File: config.mk
export PLATFORM = sky130hd
export DESIGN_NAME = lpc_ctrl
export DESIGN_NICKNAME = d
export VERILOG_FILES = /design/src/sv/lpc_pkg.sv /design/src/sv/lpc_ctrl.sv
export SDC_FILE = /design/constraint.sdc
export NUM_CORES = 1
export LEC_CHECK = 0
export ABC_AREA = 1
export BUFFER_PORTS_ARGS = -buffer_cell sky130_fd_sc_hd__buf_2
export CORE_AREA = 2 2 39 41
export DETAILED_ROUTE_END_ITERATION = 8
export DIE_AREA = 0 0 41 43
export PLACE_DENSITY_LB_ADDON = 0.25
export SYNTH_ARGS = -nofsm -noshare
export SYNTH_HDL_FRONTEND = slang
export SYNTH_SLANG_ARGS = --single-unit
File: constraint.sdc
create_clock -name clk_i -period 0.9 [get_ports clk_i]
set_input_delay 0.045 -clock clk_i [delete_from_list [all_inputs] [get_ports clk_i]]
set_output_delay 0.045 -clock clk_i [all_outputs]
set_load 0.02 [all_outputs]
File: src/sv/lpc_pkg.sv
// Shared constants, codes and control types of the layer pixel compositor.
// Used by the controller, the datapath and the top level; depends on nothing.
package lpc_pkg;

  localparam int DISPLAY_WIDTH  = 320;
  localparam int DISPLAY_HEIGHT = 240;
  localparam int FRAME_DEPTH    = DISPLAY_WIDTH * DISPLAY_HEIGHT;
  localparam int ADDR_W         = $clog2(FRAME_DEPTH);

  localparam int COORD_W    = 12;
  localparam int DISP_W     = 10;
  localparam int CH_W       = 8;
  localparam int CMD_W      = 2;
  localparam int CFG_IDX_W  = 3;
  localparam int CFG_DATA_W = 13;
  localparam int OPAC_W     = 9;

  localparam logic [OPAC_W-1:0] OPACITY_FULL = OPAC_W'(256);
  localparam logic [CH_W-1:0]   CH_MAX       = CH_W'(255);

  // Configuration register indexes
  localparam logic [CFG_IDX_W-1:0] REG_POS_X      = 3'd0;
  localparam logic [CFG_IDX_W-1:0] REG_POS_Y      = 3'd1;
  localparam logic [CFG_IDX_W-1:0] REG_VIEW_MIN_X = 3'd2;
  localparam logic [CFG_IDX_W-1:0] REG_VIEW_MIN_Y = 3'd3;
  localparam logic [CFG_IDX_W-1:0] REG_VIEW_MAX_X = 3'd4;
  localparam logic [CFG_IDX_W-1:0] REG_VIEW_MAX_Y = 3'd5;
  localparam logic [CFG_IDX_W-1:0] REG_OPACITY    = 3'd6;
  localparam logic [CFG_IDX_W-1:0] REG_HIDDEN     = 3'd7;

  typedef enum logic [CMD_W-1:0] {
    CMD_COMPOSE = 2'd0,
    CMD_READ    = 2'd1,
    CMD_CLEAR   = 2'd2
  } cmd_e;

  // Step strobes from the controller to the datapath
  typedef struct packed {
    logic load;
    logic map;
    logic fetch;
    logic blend;
    logic commit;
  } ctrl_cmd_t;

endpackage

File: src/sv/lpc_ctrl.sv
// Sequencer of the compositor: steps one word through map, fetch, blend and
// write, and owns the input ready and output valid. Depends on lpc_pkg.
module lpc_ctrl (
  input  logic               clk_i,
  input  logic               rst_ni,
  input  logic               in_valid_i,
  output logic               in_ready_o,
  output logic               out_valid_o,
  input  logic               out_ready_i,
  output lpc_pkg::ctrl_cmd_t cmd_o
);
  import lpc_pkg::*;

  typedef enum logic [2:0] {
    S_IDLE,
    S_MAP,
    S_FETCH,
    S_BLEND,
    S_WRITE
  } state_e;

  state_e state_q, state_d;
  logic   out_valid_q, out_valid_d;
  logic   accept, commit;

  assign accept = (state_q == S_IDLE) && in_valid_i;
  // hold the finished word until the output register is free
  assign commit = (state_q == S_WRITE) && (!out_valid_q || out_ready_i);

  always_comb begin
    state_d = state_q;
    unique case (state_q)
      S_IDLE:  if (accept) state_d = S_MAP;
      S_MAP:   state_d = S_FETCH;
      S_FETCH: state_d = S_BLEND;
      S_BLEND: state_d = S_WRITE;
      S_WRITE: if (commit) state_d = S_IDLE;
      default: state_d = S_IDLE;
    endcase
    out_valid_d = commit || (out_valid_q && !out_ready_i);
  end

  always_ff @(posedge clk_i or negedge rst_ni) begin
    if (!rst_ni) begin
      state_q     <= S_IDLE;
      out_valid_q <= 1'b0;
    end else begin
      state_q     <= state_d;
      out_valid_q <= out_valid_d;
    end
  end

  assign in_ready_o   = (state_q == S_IDLE);
  assign out_valid_o  = out_valid_q;
  assign cmd_o.load   = accept;
  assign cmd_o.map    = (state_q == S_MAP);
  assign cmd_o.fetch  = (state_q == S_FETCH);
  assign cmd_o.blend  = (state_q == S_BLEND);
  assign cmd_o.commit = commit;

endmodule

After elaboration in Yosys (flattened, before gate mapping)
Index checks and enable logic that the tools add are counted.
- word-level logic and storage cells: 20
- bits of input ports: 4
- bits in registers: 4
- reduce and logical (&&, ||, !) cells: 9
- equality and inequality tests: 6
- mux-type cells: 3
- operators with widths (operator ; count):
    case mux 3 bit (5 select lines) ; 1
    equality test 3 x 2 -> 1 bit, second input constant ; 2
    2-to-1 mux 3 bit ; 2
    equality test 3 x 1 -> 1 bit, second input constant ; 1
    equality test 3 bit, second input constant ; 1
    logical AND 1 bit ; 3
    zero test 3 bit ; 1
    zero test 1 bit ; 2
    logical OR 1 bit ; 2
    inequality test 2 x 1 -> 1 bit, second input constant ; 1
    inequality test 2 bit, second input constant ; 1
    AND reduction 2 bit ; 1

Depth between registers and ports, before layout
Gate-level depths: netlist (run 1).
- depth in word-level cells: 5
- mapped depth: 4
- mapped depth without buffers: 4

Least setup slack after synthesis (run 1)
Ideal clock, no wire load.
- kind: register to output
- start point: reg state_q[2]
- end point: out cmd_o[2] (netlist name)
- data arrival time: 0.844 ns
- cell stages (with the launch flop): 4
- path slack: 0.011 ns
- buffers on the path: 0
- required time: 0.855 ns
- cells stage by stage: dfrtp_1 -> inv_1 -> nand2_1 -> nor2_1
- RTL lines (what ; RTL line ; RTL):
    from (decl) ; lpc_ctrl.sv:22 ; state_e state_q, state_d;
    from (signal assigned) ; lpc_ctrl.sv:48 ; state_q <= state_d;
    to (decl) ; lpc_ctrl.sv:10 ; output lpc_pkg::ctrl_cmd_t cmd_o

==> impl_metrics.py, run 1 <==
metrics = {
    "detailed_routing": {
        "totalWireLength_um": 469,
        "vias": 227,
        "vias_per_cell": 3.85,
        "initialDrtViolationCount": 2,
        "ant_nets": 0,
        "dr.pass1.iters": 4,
        "detail_route.wl_per_cell_um": 7.95,
        "drc": 0,
    },
    "placement": {
        "dpl_cell_area_um2": 285,
        "gp_congestion": 0.649,
        "place_ws_ps": -18.0,
        "io_buffer_count": 10,
        "dpl.hpwl_um": 360,
    },
    "floorplanning": {
        "io_pins": 11,
        "core-area_um2": 1380,
        "die_area_um2": 1760,
        "die_x_um": 41,
        "fp.dieH_um": 43,
        "start_util_pct": 16.1,
        "rows": 14,
    },
    "critical_path": {
        "critPathKind": "register to output pin",
        "worstPathRequired_ps": 850,
        "reg2reg_from": "state_q[1]",
        "crit_path_end_kind": "output pin",
        "cp_num_buf_inv": 1,
        "cp_max_fo": 3,
        "crit_slowest_cell": "dfrtp_1",
        "cp.depth": 3,
        "crit_path_start_kind": "register",
        "crit_path_max_incr_delay_ps": 400,
        "r2r_end": "state_q[0]",
        "reg2reg_depth": 3,
        "path_delay_family": "flip-flops",
        "path_cells": "nor2_2 -> and3_1 -> buf_6",
        "r2r_slack_ps": 20,
        "arrival_ps": 1090,
    },
    "final_layout": {
        "area_growth_syn_to_layout_pct": 58.4,
        "fin_area_um2": 353,
        "antenna_cells": 0,
        "fill_cells": 156,
        "nets": 49,
        "drive_gt1_share_pct": 48.8,
    },
    "timing": {
        "layout_setup_ws_ps": -231,
        "min_period_ps": 1130,
        "worst_pin_slew_ps": 169,
        "min_period_over_period_pct": 126,
        "drv_slew": 0,
        "fmax_mhz": 884,
        "fin_worst_skew_ps": 3.08,
        "setup_viol": 6,
        "hold_viol": 0,
        "slew_headroom_pct": 88.7,
        "rsz0062_at_grt": "yes",
        "whs_ps": 10.7,
    },
    "global_routing": {
        "grt_pass1_wl_um": 752,
        "grtUsageTotal_pct": 7.25,
        "grt_max_degree": 6,
        "grt_pass1_vias": 209,
        "antenna_found_initial": 0,
        "grt-ovfl-total": 0,
    },
    "logic_synthesis": {
        "syn_nets": 33,
        "synth-seq-area-share_pct": 44.9,
        "synth_top_cell_by_area": "dfrtp_1",
        "ys_warn_count": 0,
        "syn_avg_cell_area_um2": 7.68,
        "ys_types": 11,
        "yosysTopAreaCellShare_pct": 44.9,
        "synth_cells": 29,
        "ys_ff_latch": 4,
        "syn-cell-area_um2": 223,
        "netlist_top_cells_area": "dfrtp_1 (45%), inv_1 (12%), buf_4 (10%)",
    },
    "run": {
        "maxCapViolCount": 0,
    },
    "cts": {
        "clock_path_buffers": 2,
        "path_clk_slew_ps": 40,
        "cts.sinks": 4,
        "clk_latency_ps": 230,
        "cts-buffers-inserted": 3,
        "cts.root.buffer_cell": "clkbuf_4",
        "cts_tree": "done",
        "h-tree-depth": 1,
    },
    "pwr": {
        "total_power_mw": 1.37,
        "p_per_area_nw_per_um2": 3890,
        "leakagePower_nw": 0.207,
        "worst_ir_drop_vdd_uv": 1520,
    },
    "min_path": {
        "hp-class": "primary input to register",
        "hold_end": "out_valid_o",
        "worstHoldStart": "out_ready_i",
        "whs_path_depth": 2,
    },
    "run_status": {
        "status": "finished, violations left",
        "violations": "negative setup slack",
    },
}
cells by family after synthesis:
group,Yosys count,share of synthesized area [%]
AND/OR/NAND/NOR,12,25.3
AO/OA/AOI/OAI,3,7.86
flip-flops,4,44.9
buffers and inverters,10,21.9
cell usage after synthesis (all sizes together):
cell type / instances
nand3: 3
o211ai: 1
o21ai: 2
nand2: 3
nor2: 5
buf: 3
inv: 7
dfrtp: 4
and3: 1
registers in the layout, indices dropped and copies added, names as in the netlist:
name and count:
out_valid_o 1, state_q 3
per-stage QoR:
step / util [%] / std cells / setup TNS, ps
after global routing: 25.5 / 59 / -1650
after CTS: 24.4 / 58 / -1280
final: 25.5 / 59 / -1190
after detailed placement: 20.6 / 54 / -31.6
after global placement: 20.6 / 54 / -26.6
after floorplan: - / 29 / 0
routing by layer:
metal	track usage (%)	part of all wire, %	vias up
li1	-	-	117
met1	6.82	42	94
met2	8.44	41	14
met3	7.85	14	2
met4	6.00	2.8	0
met5	0	0	-
worst register-to-register path, stage by stage, from the launching register on:
cell      delay [ps]
dfrtp_1          410
buf_4            150
o211ai_1         140
inv_1             60
what timing repair did:
action                     4_1_cts  5_1_grt
setup endpoints to repair        6        7
hold buffers                     1        0
gates resized for setup          8        2
pin swaps                        4        2
buffers inserted                 0        1
hold endpoints to repair         4        0
final cells by class:
cell class / instances / area (um2) / share of cell area [%]
Clock buffer: 3 / 22.5 / 6.38
Timing Repair Buffer: 14 / 103 / 29.1
Sequential cell: 4 / 100 / 28.4
Inverter: 7 / 26.3 / 7.45
Multi-Input combinational cell: 15 / 81.3 / 23.0
Tap cell: 16 / 20.0 / 5.67
placed cells by master, fill, tap and decap left out:
cell	synthesis	final
and3_1	1	1
buf_2	0	5
buf_4	3	6
buf_6	0	2
clkbuf_4	0	3
dfrtp_1	4	4
dlygate4sd3_1	0	1
inv_1	7	6
inv_2	0	1
nand2_1	3	2
nand2_2	0	1
nand3_1	3	2
nand3_2	0	1
nor2_1	3	3
nor2_2	2	2
o211ai_1	1	1
o21ai_0	1	1
o21ai_1	1	1
worst max path at each step:
stage                           from  slack (ps)       end
after global routing      state_q[0]        -310  cmd_o[0]
after detailed placement  state_q[1]         -20  cmd_o[4]
after global placement    state_q[1]         -10  cmd_o[4]
final                     state_q[0]        -230  cmd_o[4]
after floorplan           state_q[2]          10  cmd_o[2]
after CTS                 state_q[0]        -240  cmd_o[4]
where the power goes:
group / switching (mW) / internal (mW)
Combinational: 0.463 / 0.361
Sequential: 0.0688 / 0.262
Clock: 0.0691 / 0.149
(Power assumes the default switching activity.)
==> run 2, diff against run 1 <==
CELL_PAD_IN_SITES_DETAIL_PLACEMENT = 1   (was unset)
CELL_PAD_IN_SITES_GLOBAL_PLACEMENT = 1   (was unset)
==> impl_metrics.py, run 2 (synthesis gave the netlist of run 1 again) <==
metrics = {
    "critical_path": {
        "crit_slowest_cell": "dfrtp_1",
        "critPathKind": "register to output pin",
        "crit_path_end_kind": "output pin",
        "cp_max_fo": 5,
        "crit_path_max_incr_delay_ps": 410,
        "worstPathRequired_ps": 850,
        "crit_path_start_kind": "register",
        "path_cells": "inv_2 -> and3_1 -> buf_4",
        "arrival_ps": 1090,
    },
    "run": {
        "maxCapViolCount": 0,
    },
    "placement": {
        "dpl.hpwl_um": 409,
        "gp_congestion": 0.717,
        "io_buffer_count": 10,
    },
    "detailed_routing": {
        "vias_per_cell": 4.10,
        "detail_route.wl_per_cell_um": 9.16,
        "wl_met3_um": 50,
        "highest_layer": "met3",
        "totalWireLength_um": 577,
        "dr.pass1.iters": 2,
        "ant_nets": 0,
        "wl_met1_um": 220,
        "wl_met2_um": 305,
        "vias": 258,
        "initialDrtViolationCount": 2,
        "drc": 0,
    },
    "final_layout": {
        "multiInputGateArea_um2": 109,
        "seq_area_um2": 103,
        "regMostFlops": "state_q",
        "fin_util_pct": 30.6,
        "final_cell_mix": "buf_4 (9), inv_2 (4), buf_2 (4), buf_6 (4)",
        "drive_gt1_share_pct": 72.3,
        "mostFrequentLayoutCell": "buf_4",
        "fill_cells": 174,
        "area_growth_syn_to_layout_pct": 89.9,
        "antenna_cells": 0,
        "largest_register_ffs": 3,
        "nets": 53,
    },
    "cts": {
        "cts-buffers-inserted": 3,
        "path_clk_slew_ps": 40,
        "clk_latency_ps": 230,
        "cts.sinks": 4,
        "cts.root.buffer_cell": "clkbuf_4",
        "clock_path_buffers": 2,
        "h-tree-depth": 1,
        "cts_tree": "done",
    },
    "floorplanning": {
        "start_util_pct": 16.1,
        "rows": 14,
        "core-area_um2": 1380,
        "io_pins": 11,
        "fp.dieH_um": 43,
        "die_area_um2": 1760,
        "die_x_um": 41,
    },
    "run_status": {
        "status": "finished, violations left",
        "violations": "negative setup slack",
    },
    "global_routing": {
        "grt_max_degree": 6,
        "grtUsageTotal_pct": 7.87,
        "grt-ovfl-total": 0,
        "antenna_found_initial": 0,
        "grt_pass1_vias": 253,
        "grt_pass1_wl_um": 869,
    },
    "pwr": {
        "p_per_area_nw_per_um2": 4150,
        "worst_ir_drop_vdd_uv": 1370,
        "leakagePower_nw": 0.227,
    },
    "timing": {
        "hold_viol": 0,
        "fmax_mhz": 878,
        "setup_viol": 9,
        "drv_slew": 0,
        "slew_headroom_pct": 88.9,
        "fin_worst_skew_ps": 3.18,
        "fin_setup_tns_ps": -1520,
        "min_period_over_period_pct": 126,
        "rsz0062_at_grt": "yes",
        "min_period_ps": 1140,
        "worst_pin_slew_ps": 166,
        "layout_setup_ws_ps": -238,
    },
    "min_path": {
        "hp-class": "primary input to register",
    },
}
-- run 2: layout make-up --
type / instances / area share [%]
Timing Repair Buffer: 18 / 33.7
Clock buffer: 3 / 5.33
Sequential cell: 4 / 24.3
Multi-Input combinational cell: 15 / 25.7
Inverter: 7 / 6.21
Tap cell: 16 / 4.73
-- run 2: per-layer routing --
metal / GRT usage (%) / vias to the layer above
met5: 0 / -
met4: 4.00 / 0
met3: 7.85 / 0
met2: 10.3 / 9
met1: 7.84 / 126
li1: - / 123
-- run 2: critical path: cells and delay by family, from the launching register on --
| kind | cells | cell delay (ps) |
|---|---|---|
| buf+inv | 2 | 270 |
| simple gates | 1 | 170 |
| flops | 1 | 410 |
-- run 2: repair_timing --
action / in CTS / in global routing
setup endpoints to repair: 7 / 8
buffers inserted: 4 / 2
resized for setup: 10 / 15
hold endpoints to repair: 4 / 0
hold buffers: 1 / 0
pin swaps: 2 / 2
-- run 2: final timing paths --
check,cells past startpoint,slack (ps),to,startpoint
hold reg to reg,2,570,out_valid_o,out_valid_o
setup / recovery,3,-240,cmd_o[4],state_q[2]
min in group asynchronous,2,150,state_q[2],rst_ni
setup reg to reg,6,-140,state_q[2],state_q[0]
hold / removal,2,30,out_valid_o,out_ready_i
max in group asynchronous,2,620,state_q[1],rst_ni
-- run 2: power breakdown --
group	leakage (nW)	switching [mW]	internal [mW]
Combinational	0.163	0.563	0.590
Clock	0.0138	0.0704	0.149
Sequential	0.0493	0.111	0.271
-- run 2: through the flow --
| step | cells | worst slack (ps) | cell area [um2] | hold WS (ps) | power, mW |
|---|---|---|---|---|---|
| after floorplan | 29 | 10.5 | 223 | -251 | 0.820 |
| after detailed placement | 53 | -26.1 | 278 | -148 | 0.995 |
| after CTS | 61 | -252 | 367 | 20.3 | 1.49 |
| after global routing | 63 | -313 | 423 | 24.1 | 1.90 |
| after global placement | 53 | -18.3 | 278 | -148 | 0.984 |
| final | 63 | -238 | 423 | 29.2 | 1.75 |
